--- config.mk ---
export PLATFORM = sky130hd
export DESIGN_NAME = tensor_transpose_address_gen_core
export DESIGN_NICKNAME = d
export VERILOG_FILES = /design/src/sv/tta_pkg.sv /design/src/sv/tta_ctrl.sv /design/src/sv/tta_dp.sv /design/src/sv/tensor_transpose_address_gen_core.sv
export VERILOG_INCLUDE_DIRS = /design/src /design/src/sv
export SDC_FILE = /design/constraint.sdc
export NUM_CORES = 1
export LEC_CHECK = 0
export BUFFER_PORTS_ARGS = -buffer_cell sky130_fd_sc_hd__buf_4
export CAP_MARGIN = 10
export CORE_AREA = 4 4 179 268
export DETAILED_ROUTE_END_ITERATION = 10
export DIE_AREA = 0 0 183 272
export PLACE_DENSITY = 0.8
export SLEW_MARGIN = 20
export SYNTH_ARGS = -nofsm -noshare
export SYNTH_HDL_FRONTEND = slang
export SYNTH_SLANG_ARGS = --single-unit
export TNS_END_PERCENT = 5
--- constraint.sdc ---
create_clock -name clk -period 10.1 [get_ports clk]
set_clock_uncertainty 0.1 [all_clocks]
set_input_delay 1.515 -clock clk [delete_from_list [all_inputs] [get_ports clk]]
set_output_delay 1.515 -clock clk [all_outputs]
set_load 0.05 [all_outputs]
--- src/sv/tensor_transpose_address_gen_core_assert.svh ---
// Assertion macros for the transpose address generator.
// Used by the datapath module; expects clk and rst_n in scope.
`ifndef TENSOR_TRANSPOSE_ADDRESS_GEN_CORE_ASSERT_SVH
`define TENSOR_TRANSPOSE_ADDRESS_GEN_CORE_ASSERT_SVH

// Check a property on every clock edge outside reset.
`define TTA_ASSERT(name, prop, msg) \
  name: assert property (@(posedge clk) disable iff (!rst_n) prop) else $error(msg);

// Check a property on every clock edge, reset included.
`define TTA_ASSERT_ALWAYS(name, prop, msg) \
  name: assert property (@(posedge clk) prop) else $error(msg);

`endif

--- src/sv/tta_pkg.sv ---
// Shared types and constants for the transpose address generator.
// No dependencies.
package tta_pkg;

  localparam int MAX_RANK   = 4;
  localparam int DATA_BITS  = 32;
  localparam int INDEX_BITS = 16;
  localparam int SIZE_BITS  = 16;
  localparam int PERM_BITS  = 8;
  localparam int ADDR_BITS  = 32;
  localparam int SEL_BITS   = $clog2(MAX_RANK);
  localparam int CFG_IDX_BITS  = 3;
  localparam int CFG_DATA_BITS = 16;

  localparam logic [PERM_BITS-1:0] PERM_RESET = PERM_BITS'(228);

  localparam logic [CFG_IDX_BITS-1:0] REG_DIM_SIZE_0  = CFG_IDX_BITS'(0);
  localparam logic [CFG_IDX_BITS-1:0] REG_DIM_SIZE_1  = CFG_IDX_BITS'(1);
  localparam logic [CFG_IDX_BITS-1:0] REG_DIM_SIZE_2  = CFG_IDX_BITS'(2);
  localparam logic [CFG_IDX_BITS-1:0] REG_DIM_SIZE_3  = CFG_IDX_BITS'(3);
  localparam logic [CFG_IDX_BITS-1:0] REG_PERMUTATION = CFG_IDX_BITS'(4);

  typedef enum logic [1:0] {
    ST_IDLE,
    ST_CALC,
    ST_HOLD
  } tta_state_t;

  typedef struct packed {
    logic start;
    logic mac_en;
    logic emit_mac;
    logic emit_acc;
  } tta_cmd_t;

  typedef struct packed {
    logic out_free;
    logic step_last;
  } tta_status_t;

endpackage

--- src/sv/tta_ctrl.sv ---
// Sequencer for the transpose address generator.
// Depends on tta_pkg; drives the datapath through tta_cmd_t.
module tta_ctrl
  import tta_pkg::*;
(
  input  logic        clk,
  input  logic        rst_n,
  input  logic        in_valid,
  output logic        in_stall,
  input  tta_status_t status,
  output tta_cmd_t    cmd
);

  tta_state_t state_r, state_nxt;

  always_ff @(posedge clk) begin
    if (!rst_n) begin
      state_r <= ST_IDLE;
    end else begin
      state_r <= state_nxt;
    end
  end

  always_comb begin
    state_nxt = state_r;
    cmd       = '0;
    in_stall  = 1'b1;
    unique case (state_r)
      ST_IDLE: begin
        in_stall = 1'b0;
        if (in_valid) begin
          cmd.start = 1'b1;
          state_nxt = ST_CALC;
        end
      end
      ST_CALC: begin
        if (status.step_last && status.out_free) begin
          cmd.emit_mac = 1'b1;
          state_nxt    = ST_IDLE;
        end else begin
          cmd.mac_en = 1'b1;
          if (status.step_last) begin
            state_nxt = ST_HOLD;
          end
        end
      end
      ST_HOLD: begin
        if (status.out_free) begin
          cmd.emit_acc = 1'b1;
          state_nxt    = ST_IDLE;
        end
      end
      default: begin
        state_nxt = ST_IDLE;
      end
    endcase
  end

endmodule

--- src/sv/tta_dp.sv ---
// Datapath: configuration registers, axis counters, shared multiply-accumulate
// and output register. Depends on tta_pkg and the assertion macro header.
`include "tensor_transpose_address_gen_core_assert.svh"
module tta_dp
  import tta_pkg::*;
(
  input  logic                     clk,
  input  logic                     rst_n,
  input  tta_cmd_t                 cmd,
  output tta_status_t              status,
  input  logic [DATA_BITS-1:0]     in_element_value,
  input  logic                     cfg_we,
  input  logic [CFG_IDX_BITS-1:0]  cfg_index,
  input  logic [CFG_DATA_BITS-1:0] cfg_data,
  output logic                     out_valid,
  input  logic                     out_stall,
  output logic [DATA_BITS-1:0]     out_value,
  output logic [ADDR_BITS-1:0]     out_address,
  output logic                     out_is_last,
  output logic                     out_order_error
);

  logic [SIZE_BITS-1:0]  dim_r [MAX_RANK];
  logic [PERM_BITS-1:0]  perm_r;
  logic [INDEX_BITS-1:0] cnt_r [MAX_RANK];
  logic [INDEX_BITS-1:0] cnt_nxt [MAX_RANK];
  logic [SEL_BITS-1:0]   step_r;
  logic [ADDR_BITS-1:0]  acc_r;
  logic [DATA_BITS-1:0]  val_r;

  logic                  out_valid_r;
  logic [DATA_BITS-1:0]  out_value_r;
  logic [ADDR_BITS-1:0]  out_address_r;
  logic                  out_is_last_r;
  logic                  out_order_error_r;

  logic [SIZE_BITS-1:0]  eff [MAX_RANK];
  logic [MAX_RANK-1:0]   at_end;
  logic [SEL_BITS-1:0]   sel;
  logic [ADDR_BITS+SIZE_BITS-1:0] prod;
  logic [ADDR_BITS-1:0]  mac;
  logic                  perm_bad;
  logic                  last_now;
  logic                  emit;
  logic                  cnt_zero;

  always_comb begin
    for (int a = 0; a < MAX_RANK; a++) begin
      eff[a]    = (dim_r[a] == '0) ? SIZE_BITS'(1) : dim_r[a];
      at_end[a] = ADDR_BITS'(cnt_r[a]) >= ADDR_BITS'(eff[a] - SIZE_BITS'(1));
    end
  end

  assign last_now = &at_end;
  assign emit     = cmd.emit_mac | cmd.emit_acc;

  always_comb begin
    perm_bad = 1'b0;
    for (int i = 0; i < MAX_RANK; i++) begin
      for (int j = i + 1; j < MAX_RANK; j++) begin
        if (perm_r[i*SEL_BITS +: SEL_BITS] == perm_r[j*SEL_BITS +: SEL_BITS]) begin
          perm_bad = 1'b1;
        end
      end
    end
  end

  assign sel  = perm_r[(cmd.start ? '0 : step_r)*SEL_BITS +: SEL_BITS];
  assign prod = (ADDR_BITS+SIZE_BITS)'(acc_r) * (ADDR_BITS+SIZE_BITS)'(eff[sel]);
  assign mac  = prod[ADDR_BITS-1:0] + ADDR_BITS'(cnt_r[sel]);

  assign status.out_free  = !out_valid_r || !out_stall;
  assign status.step_last = (step_r == SEL_BITS'(MAX_RANK - 1));

  always_comb begin
    logic carry;
    carry = 1'b1;
    for (int a = MAX_RANK - 1; a >= 0; a--) begin
      cnt_nxt[a] = cnt_r[a];
      if (carry) begin
        if (at_end[a]) begin
          cnt_nxt[a] = '0;
        end else begin
          cnt_nxt[a] = cnt_r[a] + INDEX_BITS'(1);
          carry      = 1'b0;
        end
      end
    end
  end

  always_comb begin
    cnt_zero = 1'b1;
    for (int a = 0; a < MAX_RANK; a++) begin
      if (cnt_r[a] != '0) begin
        cnt_zero = 1'b0;
      end
    end
  end

  always_ff @(posedge clk) begin
    if (!rst_n) begin
      for (int a = 0; a < MAX_RANK; a++) begin
        dim_r[a] <= SIZE_BITS'(1);
      end
      perm_r <= PERM_RESET;
    end else if (cfg_we) begin
      case (cfg_index)
        REG_DIM_SIZE_0:  dim_r[0] <= cfg_data[SIZE_BITS-1:0];
        REG_DIM_SIZE_1:  dim_r[1] <= cfg_data[SIZE_BITS-1:0];
        REG_DIM_SIZE_2:  dim_r[2] <= cfg_data[SIZE_BITS-1:0];
        REG_DIM_SIZE_3:  dim_r[3] <= cfg_data[SIZE_BITS-1:0];
        REG_PERMUTATION: perm_r   <= cfg_data[PERM_BITS-1:0];
        default: ;
      endcase
    end
  end

  always_ff @(posedge clk) begin
    if (!rst_n) begin
      for (int a = 0; a < MAX_RANK; a++) begin
        cnt_r[a] <= '0;
      end
      step_r      <= '0;
      out_valid_r <= 1'b0;
    end else begin
      if (cmd.start) begin
        step_r <= SEL_BITS'(1);
      end else if (cmd.mac_en) begin
        step_r <= step_r + SEL_BITS'(1);
      end
      if (emit) begin
        cnt_r       <= cnt_nxt;
        out_valid_r <= 1'b1;
      end else if (!out_stall) begin
        out_valid_r <= 1'b0;
      end
    end
  end

  always_ff @(posedge clk) begin
    if (cmd.start) begin
      val_r <= in_element_value;
      acc_r <= ADDR_BITS'(cnt_r[sel]);
    end else if (cmd.mac_en) begin
      acc_r <= mac;
    end
    if (emit) begin
      out_value_r       <= val_r;
      out_address_r     <= cmd.emit_mac ? mac : acc_r;
      out_is_last_r     <= last_now;
      out_order_error_r <= perm_bad;
    end
  end

  assign out_valid       = out_valid_r;
  assign out_value       = out_value_r;
  assign out_address     = out_address_r;
  assign out_is_last     = out_is_last_r;
  assign out_order_error = out_order_error_r;

  `TTA_ASSERT(a_emit_free, emit |-> (!out_valid_r || !out_stall), "result overwrote pending transfer")
  `TTA_ASSERT(a_last_wraps, (emit && last_now) |=> cnt_zero, "counters did not wrap after last")
  `TTA_ASSERT(a_cmd_excl, cmd.start |-> !(emit || cmd.mac_en), "start overlaps other command")
  `TTA_ASSERT_ALWAYS(a_rst_out, !rst_n |=> !out_valid_r, "output valid after reset")

endmodule

--- src/sv/tensor_transpose_address_gen_core.sv ---
// Transpose address generator: each element transfer first accepts the element
// and loads the outermost output index, then does one multiply-accumulate step
// for each remaining axis through a single shared 32x16 multiplier; a stalled
// output holds the transfer until the result register frees.
// Depends on tta_pkg, tta_ctrl and tta_dp.
module tensor_transpose_address_gen_core
  import tta_pkg::*;
(
  input  logic                     clk,
  input  logic                     rst_n,
  input  logic                     in_valid,
  output logic                     in_stall,
  input  logic [DATA_BITS-1:0]     in_element_value,
  input  logic                     cfg_we,
  input  logic [CFG_IDX_BITS-1:0]  cfg_index,
  input  logic [CFG_DATA_BITS-1:0] cfg_data,
  output logic                     out_valid,
  input  logic                     out_stall,
  output logic [DATA_BITS-1:0]     out_value,
  output logic [ADDR_BITS-1:0]     out_address,
  output logic                     out_is_last,
  output logic                     out_order_error
);

  tta_cmd_t    cmd;
  tta_status_t status;

  tta_ctrl u_ctrl (
    .clk      (clk),
    .rst_n    (rst_n),
    .in_valid (in_valid),
    .in_stall (in_stall),
    .status   (status),
    .cmd      (cmd)
  );

  tta_dp u_dp (
    .clk              (clk),
    .rst_n            (rst_n),
    .cmd              (cmd),
    .status           (status),
    .in_element_value (in_element_value),
    .cfg_we           (cfg_we),
    .cfg_index        (cfg_index),
    .cfg_data         (cfg_data),
    .out_valid        (out_valid),
    .out_stall        (out_stall),
    .out_value        (out_value),
    .out_address      (out_address),
    .out_is_last      (out_is_last),
    .out_order_error  (out_order_error)
  );

endmodule
* Word level (Yosys, flattened, before mapping)
Memories as Yosys holds them, arrays and structs flattened.
Index checks and enable logic that the tools add are counted.
** Word-level totals
- RAM bits :: 64
- Flip-flop bits (word level) :: 207
- Output and inout port bits :: 68
- Memories :: 1
** Memories
- u_dp.dim_r :: depth 4, width 16, read ports 4, clocked after memory_dff 0, wr ports 4, RTL line tta_dp.sv:23 : logic [SIZE_BITS-1:0] dim_r [MAX_RANK];
** Operators by class
- Muxes and demuxes :: 62
- Shift-type cells :: 1
- Reduce and logical (&&, ||, !) cells :: 19
- Magnitude comparators :: 5
- Equality and inequality tests :: 17
- Bitwise logic cells :: 7
- $add $sub $neg :: 10
- Multiply operators :: 1
** Operator list (number)
- 16-bit two-way mux :: 18
- 16-bit by 32-bit >= comparator with 1-bit output :: 4
- 16-bit by 1-bit subtractor with 17-bit output (second input constant) :: 4
- 16-bit by 1-bit adder with 16-bit output (second input constant) :: 4
- 16-bit binary-select mux with 2-bit select :: 2
- 16-bit zero test :: 4
- 1-bit two-way mux :: 34
- 8-bit by 33-bit indexed part select with 2-bit output :: 1
- 32-bit by 16-bit adder with 32-bit output :: 1
- 32-bit by 16-bit multiplier with 32-bit output :: 1
- 32-bit two-way mux :: 1
- 2-bit equality test :: 6
- 2-bit two-way mux :: 6
- 2-bit AND reduction :: 4
- 3-bit by 2-bit equality test with 1-bit output (second input constant) :: 2
- 2-bit one-hot mux with 3 select lines :: 1
- 1-bit OR :: 5
- 5-bit OR reduction :: 1
- 2-bit equality test (second input constant) :: 2
- 2-bit by 1-bit != test with 1-bit output (second input constant) :: 2
- 4-bit AND reduction :: 1
- 3-bit by 1-bit equality test with 1-bit output (second input constant) :: 1
- 3-bit equality test (second input constant) :: 1
- 3-bit >= comparator (second input constant) :: 1
- 14 further kinds :: 15

* Logic depth before layout (Yosys ltp)
- Word-level depth :: 12
- Depth in mapped cells :: 34
- Mapped depth without buffers :: 30

* Modules after synthesis
A second synthesis with hierarchy kept.
** Second synthesis, totals
- Cells, all modules :: 2686
- Area, all modules :: 26216.4 µm²
** Modules (own cells, without submodules)
- tta_dp :: area each 26072.5 µm², times used 1, cells each 2666, seq. area each 7166.9 µm²
- tta_ctrl :: area each 143.9 µm², times used 1, cells each 20, seq. area each 40.0 µm²

* Least setup slack after synthesis
Ideal clock, no wire load.
- Kind :: input -> register
- From :: input in_valid
- To :: register u_dp.out_address_r[23] (netlist: u_dp.out_address[23]), data pin
- Buffers on the path :: 5
- Cell stages on the path :: 30
- Setup slack :: 0.168 ns
- Setup time :: 0.269 ns
- Arrival time :: 9.564 ns
- Cell sequence :: or3b_4 -> buf_4 -> clkinv_1 -> nand2_1 -> nand3_1 -> buf_4 -> buf_2 -> mux2i_1 -> clkbuf_1 -> clkbuf_1 -> nand2_1 -> fa_1 -> fa_1 -> fa_1 -> inv_1 -> fa_1 -> fa_1 -> inv_1 -> fa_1 -> inv_1 -> ha_1 -> a211o_1 -> or3_1 -> a41o_1 -> a21oi_1 -> o21bai_1 -> a211o_1 -> a31oi_1 -> xor2_1 -> o21ai_0
** RTL lines
- start: declaration :: RTL line tensor_transpose_address_gen_core.sv:11 : input logic in_valid,
- end signal: assignment :: RTL line tta_dp.sv:149 : out_address_r <= cmd.emit_mac ? mac : acc_r;
- end: declaration :: RTL line tta_dp.sv:33 : logic [ADDR_BITS-1:0] out_address_r;

* Worst setup path in the final report
- From :: input in_valid
- To :: register u_dp.out_address_r[30] (netlist: u_dp.out_address[30]), data pin
** On the way
- Cells in the longest elaborated chain, start to end :: 11
** Ends and longest elaborated chain
- 1-bit two-way mux (*) :: RTL line tta_ctrl.sv:31 : if (in_valid) begin
- 1-bit two-way mux (*) :: RTL line tta_ctrl.sv:28 : unique case (state_r)
- 2-bit two-way mux (*) :: RTL line tta_dp.sv:68 : assign sel = perm_r[(cmd.start ? '0 : step_r)*SEL_BITS +: SEL_BITS];
- 8-bit by 33-bit indexed part select with 2-bit output (*) :: RTL line tta_dp.sv:68
- 2-bit inverter with 3-bit output (implied by the code) (*) :: RTL line tta_dp.sv:69, tta_dp.sv:70
- 16-bit binary-select mux with 2-bit select :: RTL line tta_dp.sv:69 : assign prod = (ADDR_BITS+SIZE_BITS)'(acc_r) * (ADDR_BITS+SIZE_BITS)'(eff[sel]);
- 16-bit two-way mux (implied by the code) (2 in a row) :: RTL line tta_dp.sv:69
- 32-bit by 16-bit multiplier with 32-bit output :: RTL line tta_dp.sv:69
- 32-bit by 16-bit adder with 32-bit output (*) :: RTL line tta_dp.sv:70 : assign mac = prod[ADDR_BITS-1:0] + ADDR_BITS'(cnt_r[sel]);
- 32-bit two-way mux (*) :: RTL line tta_dp.sv:149
Every way passes the cells marked *; elsewhere a longest branch is shown, timed or not. The select of a mux whose other input is x is not followed.
A chain may end at the register's enable or synchronous reset.

==> summary.txt <==
Status
  – Status: completed

Synthesis
  – XOR/XNOR Fraction of Synth Area: 0.0538
  – Proportion of synthesized area in mux cells: 0.0378
  – Mapped Area: 0.0262 mm²
  – Post-synthesis net count: 3245
  – Seq cells post-synth: 271
  – Simple-Gate Fraction of Synth Area: 0.174
  – FFs w/ async S/R, synth: 0
  – Yosys cell types: 72
  – Mapped Avg Cell Area: 9.64 µm²
  – Combinational family with the most area after synthesis: adder cells
  – Main synth FF type: edfxtp_1
  – Number of flops mapped to enable cells by yosys: 178
  – Yosys warning count: 0
  – Syn Inst Count: 2714
  – Compound-Gate Fraction of Synth Area: 0.0587
  – Synth Area in Adders: 0.319
  – Sequential share of the synthesized area: 0.275

Hold path
  – Hold Path Class: reg -> reg

Clocking
  – Hold Buf Count CTS: 0
  – H-Tree Depth: 1
  – Clock transition at the registers of the reported paths: 0.06 ns
  – Worst-Skew Late Latency: 0.57 ns
  – Post-CTS sizing: 0
  – Worst-case clock buffer depth: 3
  – CTS Sinks: 271
  – CTS tree: yes
  – Postcts setup bufs: 0
  – CTS Root Cell: clkbuf_16
  – Number of CTS-inserted buffers: 27

STA
  – Setup ws final: 0.675 ns
  – Final Hold Viols: 0
  – Period utilization: 0.933
  – Actual slew at the worst max-slew pin: 1.08 ns
  – Final Max Tran Viols: 0
  – Setup TNS: 0 ns
  – Relative slew slack: 0.279
  – Final setup fails: 0
  – RSZ-0062 raised after global routing: no
  – Minimum clock period: 9.43 ns
  – F_max: 0.106 GHz

Placement
  – Post-DP HPWL: 55900 µm
  – Setup WS pre-CTS: 0.141 ns
  – # port buffers: 123
  – Placer Congestion: 1.02

Finish
  – N_diodes: 0
  – Layout cells sized above 1: 0.0929
  – Final net count: 3319
  – Fin util: 0.627
  – Area delta synth->final: 9.43%

Detailed routing
  – Post-route ant nets: 0
  – WL final: 69100 µm
  – Drt first pass iters: 6
  – Vias per inst: 5.78
  – Detailed Route Iter0 Violations: 1396
  – Wire per inst: 20.3 µm
  – DRC Markers: 0
  – Vias: 19600

GRT
  – Initial antenna violation count: 0
  – First-pass GRT wire length: 110000 µm
  – Vias in the first global route: 20900
  – Grt total ovfl: 0
  – Gr usage total: 0.277
  – Largest net degree at the start of global routing: 55

Worst setup path
  – Crit path capture type: register
  – Worst Path Buf+Inv: 5
  – Largest delay share family, worst path: adder cells
  – Required @ worst endpoint: 10.32 ns
  – CP max-delay cell: mux4_1
  – CP peak stage delay: 0.87 ns
  – Worst-path fanout max: 16
  – Kind of critical path: in -> reg
  – Arrival time worst endpoint: 9.65 ns
  – Cell mode on critical path: fa_1
  – Crit start category: input pin

Floorplan
  – Rows: 96
  – Vert. Die Dim: 272 µm
  – Top Ports: 124
  – Initial Util: 0.573
  – Die Area: 0.0498 mm²
  – Width of the die: 183 µm
  – Core area: 0.0456 mm²

Run
  – Max-cap violations: 0
## worst paths after layout
kind / startpoint / endpoint / slack (ns) / cells past startpoint
max: in_valid / u_dp.out_address[30]$_DFFE_PP_ / 0.67 / 26
min reg2reg: u_dp.val_r[6]$_DFFE_PP_ / u_dp.out_value[6]$_DFFE_PP_ / 0.31 / 0
max reg2reg: u_ctrl.state_r[0]$_SDFFE_PN0P_ / u_dp.out_address[30]$_DFFE_PP_ / 1.32 / 25
min: u_dp.val_r[6]$_DFFE_PP_ / u_dp.out_value[6]$_DFFE_PP_ / 0.31 / 0
## layer usage
layer / wire [µm] / up-vias / share of wire / GRT usage
li1: - / 8841 / - / -
met1: 24200 / 9730 / 0.35 / 0.314
met2: 36000 / 815 / 0.52 / 0.502
met3: 4130 / 250 / 0.060 / 0.0351
met4: 4710 / 0 / 0.068 / 0.154
met5: 0 / - / 0 / 0
## state kept, by name, summed over array words and instances, names as in the netlist
signal                flops
u_dp.val_r               32
u_dp.step_r               2
u_dp.out_valid            1
u_dp.out_order_error      1
u_ctrl.state_r            2
u_dp.out_value           32
u_dp.dim_r               64
u_dp.acc_r               32
u_dp.out_is_last          1
u_dp.cnt_r               64
u_dp.out_address         32
u_dp.perm_r               8
## Yosys cell counts, types with 3 or more instances
cell type / instances / area share
nand2_1: 382 / 0.055
nor2b_1: 4 / 0.00096
nor2_1: 109 / 0.016
a211o_1: 3 / 0.0010
or2_2: 8 / 0.0019
a21o_1: 29 / 0.0083
nor3b_1: 3 / 0.00086
nor3_1: 25 / 0.0048
xnor3_1: 3 / 0.0026
or3_1: 19 / 0.0045
and3_1: 19 / 0.0045
ha_1: 156 / 0.075
clkbuf_1: 101 / 0.014
nand3_1: 53 / 0.010
buf_1: 6 / 0.00086
a211oi_1: 5 / 0.0014
o21bai_1: 4 / 0.0011
o21ai_0: 68 / 0.013
nor4_1: 37 / 0.0088
and2_1: 210 / 0.050
nor4b_1: 4 / 0.0013
a22o_1: 6 / 0.0020
xnor2_1: 106 / 0.035
o211ai_1: 4 / 0.0011
clkinv_1: 3 / 0.00043
a21boi_0: 12 / 0.0034
mux2i_1: 34 / 0.013
xor2_1: 47 / 0.016
dfxtp_1: 93 / 0.071
nand3b_1: 3 / 0.00086
nand2b_1: 17 / 0.0041
a31oi_1: 7 / 0.0017
or4_1: 16 / 0.0046
a21oi_1: 58 / 0.011
o21a_1: 6 / 0.0017
fa_1: 319 / 0.24
inv_1: 446 / 0.064
edfxtp_1: 178 / 0.20
mux2_2: 33 / 0.014
nand4_1: 16 / 0.0038
o31ai_1: 14 / 0.0040
mux4_2: 10 / 0.0086
## area by class of cell
cell class / instances / area (µm²)
fill: 3705 / 17000
multi-input combinational: 1882 / 16900
sequential: 271 / 7210
inverter: 449 / 1690
timing repair buffer: 157 / 1220
tap: 588 / 736
clock buffer: 36 / 709
clock inverter: 13 / 186
## metrics by stage
step	cells	instance area (µm²)	hold slack (ns)
floorplan	2714	26200	0.300
global placement	3347	27700	0.300
detailed placement	3347	27700	0.305
CTS	3396	28600	0.313
global route	3396	28600	0.320
finish	3396	28600	0.311
## layout by cell type, fill, tap and decap left out, types with 33 or more instances in the layout
cell,count
nand2_1,382
nand3_1,51
fa_1,319
o21ai_0,66
dfxtp_1,93
nor4_1,37
inv_1,446
nor2_1,109
ha_1,156
and2_1,210
buf_4,154
xor2_1,47
a21oi_1,56
xnor2_1,106
edfxtp_1,178
mux2_2,33
## logic make-up after synthesis
group | Yosys count
XOR/XNOR | 156
adder cells (fa/ha/maj) | 475
AND/OR/NAND/NOR | 932
multiplexers | 79
flip-flops | 271
AO/OA/AOI/OAI | 240
buffers and inverters | 561
Power is left out: the tool's default activity adds up to more than one toggle a clock period on the data nets, which glitch-free logic cannot reach.
